File: src/rtl/core/u8u16_pkg.sv
`default_nettype none

package u8u16_pkg;

    // Input operation codes.
    localparam logic [1:0] OP_DATA       = 2'd0;
    localparam logic [1:0] OP_DATA_FLUSH = 2'd1;
    localparam logic [1:0] OP_FLUSH      = 2'd2;

    localparam logic [15:0] REPL_UNIT = 16'hFFFD;

    // Continuation bytes match 10xxxxxx.
    localparam logic [7:0] CONT_MASK = 8'hC0;
    localparam logic [7:0] CONT_TAG  = 8'h80;

    // Depth of the result queue, in code units.
    localparam int unsigned QUEUE_DEPTH = 4;

    typedef struct packed {
        logic [1:0] op;
        logic [7:0] byte_in;
    } t_in_item;

    typedef struct packed {
        logic [15:0] code_unit;
        logic        replaced;
        logic        last;
    } t_out_item;

    // Sequence tracker states, one-hot.
    typedef enum logic [7:0] {
        ST_IDLE    = 8'b0000_0001,  // no open sequence
        ST_TWO_2   = 8'b0000_0010,  // two-byte form, waiting for byte 2
        ST_THREE_2 = 8'b0000_0100,  // three-byte form, waiting for byte 2
        ST_THREE_3 = 8'b0000_1000,  // three-byte form, waiting for byte 3
        ST_FOUR_2  = 8'b0001_0000,  // four-byte form, waiting for byte 2
        ST_FOUR_3  = 8'b0010_0000,  // four-byte form, waiting for byte 3
        ST_FOUR_4  = 8'b0100_0000,  // four-byte form, waiting for byte 4
        ST_SKIP    = 8'b1000_0000   // skipping a five- or six-byte form
    } t_seq_state;

endpackage

`default_nettype wire

File: src/rtl/core/utf8_to_utf16_decoder.sv
`default_nettype none

// Channel | Direction | Handshake                         | Payload
// in      | input     | i_in_valid  / o_in_stall          | i_in_data  (op, byte_in)
// out     | output    | o_out_valid / i_out_stall         | o_out_data (code_unit, replaced, last)
//
// One input item is accepted per clock while at most two code units are queued;
// its decode happens in the cycle of acceptance and its units enter the result queue.
// Code units leave the queue one per cycle while the output is not stalled, so an item
// that yields a surrogate pair (or a replacement plus a unit) fills two queue entries.
// Reset is synchronous; there is no clearing pass.
// A stall on the output holds the queue head; the input stalls once three or more
// units are waiting, which depends on registered state only.

module utf8_to_utf16_decoder (
    input  wire                   i_clk,
    input  wire                   i_rst_n,

    input  wire                   i_in_valid,
    input  wire u8u16_pkg::t_in_item i_in_data,
    output logic                  o_in_stall,

    output logic                  o_out_valid,
    output u8u16_pkg::t_out_item  o_out_data,
    input  wire                   i_out_stall
);

    import u8u16_pkg::*;

    localparam int unsigned CntW = $clog2(QUEUE_DEPTH + 1);

    // Decoder state.
    t_seq_state r_state, n_state;
    logic [7:0] r_lead, n_lead;
    logic [7:0] r_second, n_second;
    logic [7:0] r_third, n_third;
    logic [2:0] r_skip, n_skip;

    // Result queue: entry zero is the head that the output shows.
    t_out_item       r_q [QUEUE_DEPTH];
    t_out_item       n_q [QUEUE_DEPTH];
    logic [CntW-1:0] r_count, n_count;

    logic in_accept;
    logic out_pop;

    assign o_in_stall  = (r_count > CntW'(QUEUE_DEPTH - 2));
    assign in_accept   = i_in_valid && !o_in_stall;
    assign o_out_valid = (r_count != '0);
    assign o_out_data  = r_q[0];
    assign out_pop     = o_out_valid && !i_out_stall;

    //------------------------------------------------------------------
    // Lead byte analysis: what the byte does when it opens a sequence.
    //------------------------------------------------------------------
    logic [7:0]  b;
    logic [3:0]  b_hi;
    logic [3:0]  b_lo;
    logic        b_cont;
    logic        sb_emit;
    logic [15:0] sb_unit;
    logic        sb_rep;
    t_seq_state  sb_state;
    logic        sb_lead_wr;
    logic        sb_skip_wr;
    logic [2:0]  sb_skip;

    assign b      = i_in_data.byte_in;
    assign b_hi   = b[7:4];
    assign b_lo   = b[3:0];
    assign b_cont = ((b & CONT_MASK) == CONT_TAG);

    always_comb begin
        sb_emit    = 1'b0;
        sb_unit    = REPL_UNIT;
        sb_rep     = 1'b1;
        sb_state   = ST_IDLE;
        sb_lead_wr = 1'b0;
        sb_skip_wr = 1'b0;
        sb_skip    = 3'd4;
        if (b_hi == 4'hC || b_hi == 4'hD) begin
            sb_lead_wr = 1'b1;
            sb_state   = ST_TWO_2;
        end else if (b_hi == 4'hE) begin
            sb_lead_wr = 1'b1;
            sb_state   = ST_THREE_2;
        end else if (b_hi == 4'hF) begin
            if (b_lo < 4'h8) begin
                sb_lead_wr = 1'b1;
                sb_state   = ST_FOUR_2;
            end else if (b_lo < 4'hE) begin
                // Five-byte forms skip four continuations, six-byte forms five.
                sb_skip_wr = 1'b1;
                sb_skip    = (b_lo >= 4'hC) ? 3'd5 : 3'd4;
                sb_state   = ST_SKIP;
            end else begin
                sb_emit = 1'b1;
            end
        end else if (b[7]) begin
            // A continuation byte with no sequence open.
            sb_emit = 1'b1;
        end else begin
            sb_emit = 1'b1;
            sb_unit = {8'h00, b};
            sb_rep  = 1'b0;
        end
    end

    //------------------------------------------------------------------
    // Sequence decode for one accepted item.
    //------------------------------------------------------------------
    logic        data_taken;
    logic        flush;
    logic [10:0] v2;
    logic [15:0] v3;
    logic [20:0] v4;
    logic [20:0] w4;
    logic        v3_bad;
    logic        v4_ok;
    logic [1:0]  d_cnt;
    logic [15:0] d_unit0, d_unit1;
    logic        d_rep0, d_rep1;
    t_seq_state  d_state;
    logic        f_emit;
    logic [1:0]  e_cnt;
    t_out_item   e_item0, e_item1;

    assign data_taken = (i_in_data.op == OP_DATA) || (i_in_data.op == OP_DATA_FLUSH);
    assign flush      = (i_in_data.op != OP_DATA);

    assign v2 = {r_lead[4:0], b[5:0]};
    assign v3 = {r_lead[3:0], r_second[5:0], b[5:0]};
    assign v4 = {r_lead[2:0], r_second[5:0], r_third[5:0], b[5:0]};
    assign w4 = v4 - 21'h010000;

    assign v3_bad = (v3 < 16'h0800) || ((v3 >= 16'hD800) && (v3 <= 16'hDFFF))
                 || (v3 >= 16'hFFFE);
    assign v4_ok  = (v4 > 21'h00FFFF) && (v4 < 21'h10FFFE)
                 && (v4 != 21'h01FFFE) && (v4 != 21'h01FFFF);

    always_comb begin
        d_cnt    = 2'd0;
        d_unit0  = REPL_UNIT;
        d_rep0   = 1'b1;
        d_unit1  = REPL_UNIT;
        d_rep1   = 1'b1;
        d_state  = r_state;
        n_lead   = r_lead;
        n_second = r_second;
        n_third  = r_third;
        n_skip   = r_skip;

        if (in_accept && data_taken) begin
            if (r_state != ST_IDLE && !b_cont) begin
                // A broken sequence: replace it, then decode this byte afresh.
                d_cnt   = sb_emit ? 2'd2 : 2'd1;
                d_unit1 = sb_unit;
                d_rep1  = sb_rep;
                d_state = sb_state;
                if (sb_lead_wr) begin
                    n_lead = b;
                end
                if (sb_skip_wr) begin
                    n_skip = sb_skip;
                end
            end else begin
                unique case (r_state)
                    ST_IDLE: begin
                        d_cnt   = {1'b0, sb_emit};
                        d_unit0 = sb_unit;
                        d_rep0  = sb_rep;
                        d_state = sb_state;
                        if (sb_lead_wr) begin
                            n_lead = b;
                        end
                        if (sb_skip_wr) begin
                            n_skip = sb_skip;
                        end
                    end
                    ST_TWO_2: begin
                        d_cnt   = 2'd1;
                        d_state = ST_IDLE;
                        if (v2 >= 11'h080) begin
                            d_unit0 = {5'd0, v2};
                            d_rep0  = 1'b0;
                        end
                    end
                    ST_THREE_2: begin
                        n_second = b;
                        d_state  = ST_THREE_3;
                    end
                    ST_THREE_3: begin
                        d_cnt   = 2'd1;
                        d_state = ST_IDLE;
                        if (!v3_bad) begin
                            d_unit0 = v3;
                            d_rep0  = 1'b0;
                        end
                    end
                    ST_FOUR_2: begin
                        n_second = b;
                        d_state  = ST_FOUR_3;
                    end
                    ST_FOUR_3: begin
                        n_third = b;
                        d_state = ST_FOUR_4;
                    end
                    ST_FOUR_4: begin
                        d_state = ST_IDLE;
                        if (v4_ok) begin
                            // Surrogate pair, high half first.
                            d_cnt   = 2'd2;
                            d_unit0 = {6'b110110, w4[19:10]};
                            d_rep0  = 1'b0;
                            d_unit1 = {6'b110111, w4[9:0]};
                            d_rep1  = 1'b0;
                        end else begin
                            d_cnt = 2'd1;
                        end
                    end
                    ST_SKIP: begin
                        if (r_skip <= 3'd1) begin
                            d_cnt   = 2'd1;
                            d_state = ST_IDLE;
                        end else begin
                            n_skip = r_skip - 3'd1;
                        end
                    end
                    default: begin
                        d_state = ST_IDLE;
                    end
                endcase
            end
        end
    end

    // A flush closes any sequence still open with one replacement unit.
    assign f_emit = in_accept && flush && (d_state != ST_IDLE);

    always_comb begin
        e_cnt   = d_cnt;
        n_state = in_accept ? (f_emit ? ST_IDLE : d_state) : r_state;

        e_item0.code_unit = d_unit0;
        e_item0.replaced  = d_rep0;
        e_item0.last      = 1'b0;
        e_item1.code_unit = d_unit1;
        e_item1.replaced  = d_rep1;
        e_item1.last      = 1'b0;

        if (f_emit && d_cnt == 2'd0) begin
            e_item0.code_unit = REPL_UNIT;
            e_item0.replaced  = 1'b1;
            e_cnt             = 2'd1;
        end else if (f_emit && d_cnt == 2'd1) begin
            e_item1.code_unit = REPL_UNIT;
            e_item1.replaced  = 1'b1;
            e_cnt             = 2'd2;
        end

        // Mark the final unit that this item produces.
        e_item0.last = (e_cnt == 2'd1);
        e_item1.last = (e_cnt == 2'd2);
    end

    //------------------------------------------------------------------
    // Result queue update: pop shifts toward the head, new units land
    // right behind whatever remains.
    //------------------------------------------------------------------
    logic [CntW-1:0] base;
    logic [CntW-1:0] base_p1;

    assign base    = r_count - CntW'(out_pop);
    assign base_p1 = base + CntW'(1);

    always_comb begin
        for (int k = 0; k < QUEUE_DEPTH; k++) begin
            if (out_pop && k < QUEUE_DEPTH - 1) begin
                n_q[k] = r_q[k + 1];
            end else begin
                n_q[k] = r_q[k];
            end
            if (in_accept && e_cnt != 2'd0 && base == CntW'(k)) begin
                n_q[k] = e_item0;
            end
            if (in_accept && e_cnt == 2'd2 && base_p1 == CntW'(k)) begin
                n_q[k] = e_item1;
            end
        end
        n_count = base + (in_accept ? CntW'(e_cnt) : CntW'(0));
    end

    always_ff @(posedge i_clk) begin
        if (!i_rst_n) begin
            r_state  <= ST_IDLE;
            r_count  <= '0;
            r_lead   <= '0;
            r_second <= '0;
            r_third  <= '0;
            r_skip   <= '0;
        end else begin
            r_state  <= n_state;
            r_count  <= n_count;
            r_lead   <= n_lead;
            r_second <= n_second;
            r_third  <= n_third;
            r_skip   <= n_skip;
        end
    end

    always_ff @(posedge i_clk) begin
        for (int k = 0; k < QUEUE_DEPTH; k++) begin
            r_q[k] <= n_q[k];
        end
    end

endmodule

`default_nettype wire

File: config.mk
export PLATFORM = sky130hd
export DESIGN_NAME = utf8_to_utf16_decoder
export DESIGN_NICKNAME = d
export VERILOG_FILES = /design/src/rtl/core/u8u16_pkg.sv /design/src/rtl/core/utf8_to_utf16_decoder.sv
export SDC_FILE = /design/constraint.sdc
export NUM_CORES = 1
export LEC_CHECK = 0
export ABC_AREA = 1
export BUFFER_PORTS_ARGS = -buffer_cell sky130_fd_sc_hd__buf_4
export CAP_MARGIN = 0
export CORE_ASPECT_RATIO = 2
export CORE_UTILIZATION = 35
export CTS_BUF_LIST = sky130_fd_sc_hd__clkbuf_4
export DETAILED_ROUTE_END_ITERATION = 8
export PLACE_DENSITY = 0.59
export SLEW_MARGIN = 10
export SYNTH_ARGS = -nofsm -noshare
export SYNTH_HDL_FRONTEND = slang
export SYNTH_SLANG_ARGS = --single-unit
File: constraint.sdc
create_clock -name i_clk -period 3.45 [get_ports i_clk]
set_clock_uncertainty 0.1 [all_clocks]
set_input_delay 0.345 -clock i_clk [delete_from_list [all_inputs] [get_ports i_clk]]
set_output_delay 0.345 -clock i_clk [all_outputs]
set_load 0.05 [all_outputs]
Word level (Yosys, flattened, before mapping):

Memories as Yosys holds them, arrays and structs flattened.
Index checks and enable logic that the tools add are counted.

* register bits: 34
* ROM bits: 0
* memories: 1
* word-level logic and storage cells: 184
* output and inout port bits: 20
* input port bits: 14
* RAM bits: 72
* latch bits: 0

Memory list
* r_q: words 4, bits a word 18, rd ports 4, clocked after Yosys merged registers in 0, wr ports 4, RTL line utf8_to_utf16_decoder.sv:40 `t_out_item r_q [QUEUE_DEPTH];`

* reduce and logical (&&, ||, !) cells: 44
* shift operators: 0
* $add $sub $neg: 5
* $mul: 0
* divide/modulo/power cells: 0
* equality and inequality tests: 28
* bitwise gates (word level): 1
* mux-type cells: 87
* order comparisons: 12

Operators by type and width (count)
* two-way mux 18 bit: 11
* two-way mux 16 bit: 10
* two-way mux 8 bit: 12
* one-hot mux 16 bit (4 select lines): 1
* two-way mux 17 bit: 3
* two-way mux 14 bit: 3
* inequality test 21 x 17 -> 1 bit (second input constant): 2
* one-hot mux 8 bit (5 select lines): 1
* greater-or-equal comparator 16 bit (second input constant): 2
* two-way mux 1 bit: 32
* logical AND 1 bit: 22
* greater-than comparator 21 x 16 -> 1 bit (second input constant): 1
* less-than comparator 21 bit (second input constant): 1
* subtractor 20 x 17 -> 20 bit (second input constant): 1
* == test 4 bit (second input constant): 4
* less-or-equal comparator 16 bit (second input constant): 1
* less-than comparator 16 x 12 -> 1 bit (second input constant): 1
* inequality test 8 x 1 -> 1 bit (second input constant): 2
* two-way mux 2 bit: 7
* == test 3 x 2 -> 1 bit (second input constant): 4
* two-way mux 3 bit: 4
* greater-or-equal comparator 11 x 8 -> 1 bit (second input constant): 1
* AND reduction 3 bit: 3
* == test 8 x 1 -> 1 bit (second input constant): 1
* other kinds (31): 47

Longest topological paths before layout:

* word-level depth: 19
* mapped depth: 19
* gate-level depth less buffers: 18

Least setup slack after synthesis:

OpenSTA, ideal clock, no wires.

* path kind: register to register
* start point: reg r_count[1] (netlist name)
* end point: mem r_q[2][0] (netlist name) (enable)
* cell stages (with the launch flop): 11
* setup slack: 0.274 ns
* setup time: 0.378 ns
* required time: 2.972 ns
* data arrival time: 2.699 ns
* cells stage by stage: dfxtp_1 nor2_1 a21oi_1 ha_1 ha_1 xnor2_1 inv_1 nor3_1 nand2_2 buf_4 nand3_1

RTL lines (RTL line)
* to (decl): utf8_to_utf16_decoder.sv:40

==> impl_metrics.toml <==
[routing]
ant_nets = 0
drtPass1Iterations = 5
vias_per_cell = 5.14
vias = 6497
wl_per_cell_um = 16.6
drc = 0
drt-initial-drc-count = 363
drt_wl_total_um = 21000

[worst_setup_path]
cp_cell_sequence = "inv_1 -> nand3_1 -> nor2_4 -> inv_2 -> nor2_1 -> a21oi_1 -> nand3_1 -> nor2_1 -> nand3_2 -> nand2_4 -> o21bai_4 -> buf_4 -> buf_4 -> nand3_1 -> nand2_1"
critPathMaxStageDelay_ns = 0.37
critPathCaptureType = "register"
crit_fanout = 28
criticalPathCategory = "reg2reg"
crit_top_cell = "nand3_1"
worstSetupStartpointType = "register"
crit_buf_inv = 4
required_ns = 3.70
worstPathArrival_ns = 3.34
reg2reg_slack_ns = 0.36
critPathSlowestCell = "dfxtp_1"
cpLargestDelayFamily = "simple AND/OR/NAND/NOR gates"

[timing]
fin_crit_sh_pct = 89.5
fin_setup_tns_ns = 0
setup_viol = 0
tightestPinTransition_ns = 0.799
finalCriticalPeriod_ns = 3.09
hold_violations = 0
relSlewSlack_pct = 46.5
worst_hold_slack_ns = 0.0860
drv_slew = 0
rsz0062_at_grt = "false"
clock.fmax_mhz = 324

[clock_network]
insertion_delay_ns = 0.49
cts-buffers-inserted = 9
cts_tree = "built"
post_cts_buffers = 0
clkTransAtPathRegs_ns = 0.15
cts_buffer_depth = 2
cts.root.buffer_cell = "clkbuf_4"
hold_buffers = 0
ctsResizeCount = 0
ctsHtreeMaxLevel = 3
clock_sinks = 103

[synth]
synth_ff_type = "edfxtp_1"
synth_top_family_by_area = "simple AND/OR/NAND/NOR gates"
synthDistinctLibCells = 42
synthArstFlopShare_pct = 0
syn_inst = 960
synth_seq_cells = 103
synth_compound_area_share_pct = 9.08
synth_edf_count = 72
syn_nets = 985
syn_area_sq_um = 6800
synth_xor_area_share_pct = 0.387
yosysMostFrequentCell = "nand2_1"
yosysTopAreaCell = "edfxtp_1"
synth_commonest_cells = "nand2_1, nand3_1, inv_1, nor2_1, edfxtp_1"
ys_seq_area_share_pct = 40.9
yosys_warnings = 0
syn_area_per_cell_sq_um = 7.08
synthMuxAreaShare_pct = 0.147
synth_area_leaders = "edfxtp_1, nand3_1, nand2_1, dfxtp_1, inv_1"
synth_top_area_share_pct = 31.8
yosys.area_share.simple_pct = 35.9
synth_adder_area_share_pct = 2.14

[global_route]
antenna_found_initial = 1
grt_start_max_net_pins = 38
grt.total_usage_pct = 22.5
grt_pass1_wl_um = 34100
grt_pass1_vias = 6612
gr-total-overflow = 0

[floorplanning]
design.core.area_sq_um = 18900
dieArea_sq_um = 20000
rows = 71
die_w_um = 101
start_util_pct = 35.9
die_height_um = 199
pin_count = 34

[pwr]
power.leakage_nw = 3.53
p_per_area_nw_per_um2 = 658
ir_worst_vdd_mv = 0.355

[cells_and_area]
multiInputGateArea_sq_um = 3240
nNetsFinal = 1029
register_area_sq_um = 2780
drive_above_1_share_pct = 12.1
final_cells = 1265
n_fill_cell = 2012
synthToLayoutAreaGrowth_pct = 12.9

[hold_path]
hold_path_class = "in2reg"

[placement]
dp.cells = 1248
dpl.hpwl_um = 16800
place_congestion = 0.991
port_buffers = 33

[run]
max_cap_violations = 0

[status]
status = "finished clean"
## stage by stage
stage | utilization [%] | total power (W) | area [sq um] | worst slack, ns
detailed placement | 39.9 | 0.00445 | 7540 | 0.295
global route | 40.6 | 0.00543 | 7680 | 0.0729
CTS | 40.6 | 0.00511 | 7670 | 0.342
floorplan | - | 0.00365 | 6800 | 0.274
finish | 40.6 | 0.00505 | 7680 | 0.362
global placement | 39.9 | 0.00441 | 7540 | 0.322
## metal layers
metal | vias up | global-route usage, % | share of wire, %
met3 | 87 | 2.20 | 2.8
li1 | 3261 | - | -
met4 | 0 | 17.6 | 7.3
met1 | 2973 | 20.7 | 33
met5 | - | 0 | 0
met2 | 176 | 43.9 | 57
## power by group
group / internal [W] / switching, W / total (W)
sequential: 0.00185 / 0.0000993 / 0.00195
clock: 0.000233 / 0.000424 / 0.000657
combinational: 0.000738 / 0.00171 / 0.00245
total: 0.00282 / 0.00223 / 0.00505
## final timing paths
check	from	endpoint	cells after the start
setup / recovery	r_count[2]$_SDFF_PN0_	r_q[2][16]$_DFFE_PP_	15
hold / removal	i_rst_n	r_state[0]$_SDFFE_PN1P_	2
setup reg to reg	r_count[2]$_SDFF_PN0_	r_q[2][16]$_DFFE_PP_	15
hold reg to reg	r_skip[1]$_SDFFE_PN0P_	r_skip[1]$_SDFFE_PN0P_	2
## kinds of logic after synthesis
group / after synthesis
AND/OR/NAND/NOR: 547
buffers and inverters: 183
AO/OA/AOI/OAI: 112
flip-flops: 103
adder cells (fa/ha/maj): 11
XOR/XNOR: 3
multiplexers: 1
## layout by cell type, fill, tap and decap left out, drive strengths merged, types with 3 or more instances in the layout
cell type	count
a21oi	34
buf	83
clkbuf	11
clkinv	3
dfxtp	31
edfxtp	72
ha	10
inv	133
nand2	228
nand3	187
nand3b	3
nand4	12
nor2	84
nor3	23
o211ai	6
o21ai	61
o221ai	3
o22ai	3
or2	6
## final cells by class
| type | count | area share, % |
|---|---|---|
| clock inverters | 5 | 0.652 |
| repair buffers | 83 | 9.10 |
| well taps | 255 | 4.16 |
| diodes | 1 | 0.0326 |
| flip-flops and latches | 103 | 36.3 |
| multi-input cells | 674 | 42.2 |
| inverters | 133 | 6.50 |
| clock buffers | 11 | 1.08 |
## flip-flops by register name (all words and copies together), names as in the netlist
| name | cells |
|---|---|
| r_second | 6 |
| r_state | 8 |
| r_skip | 3 |
| r_count | 3 |
| r_lead | 5 |
| r_q | 72 |
| r_third | 6 |
Note: power is estimated with default switching activity, not from simulation.
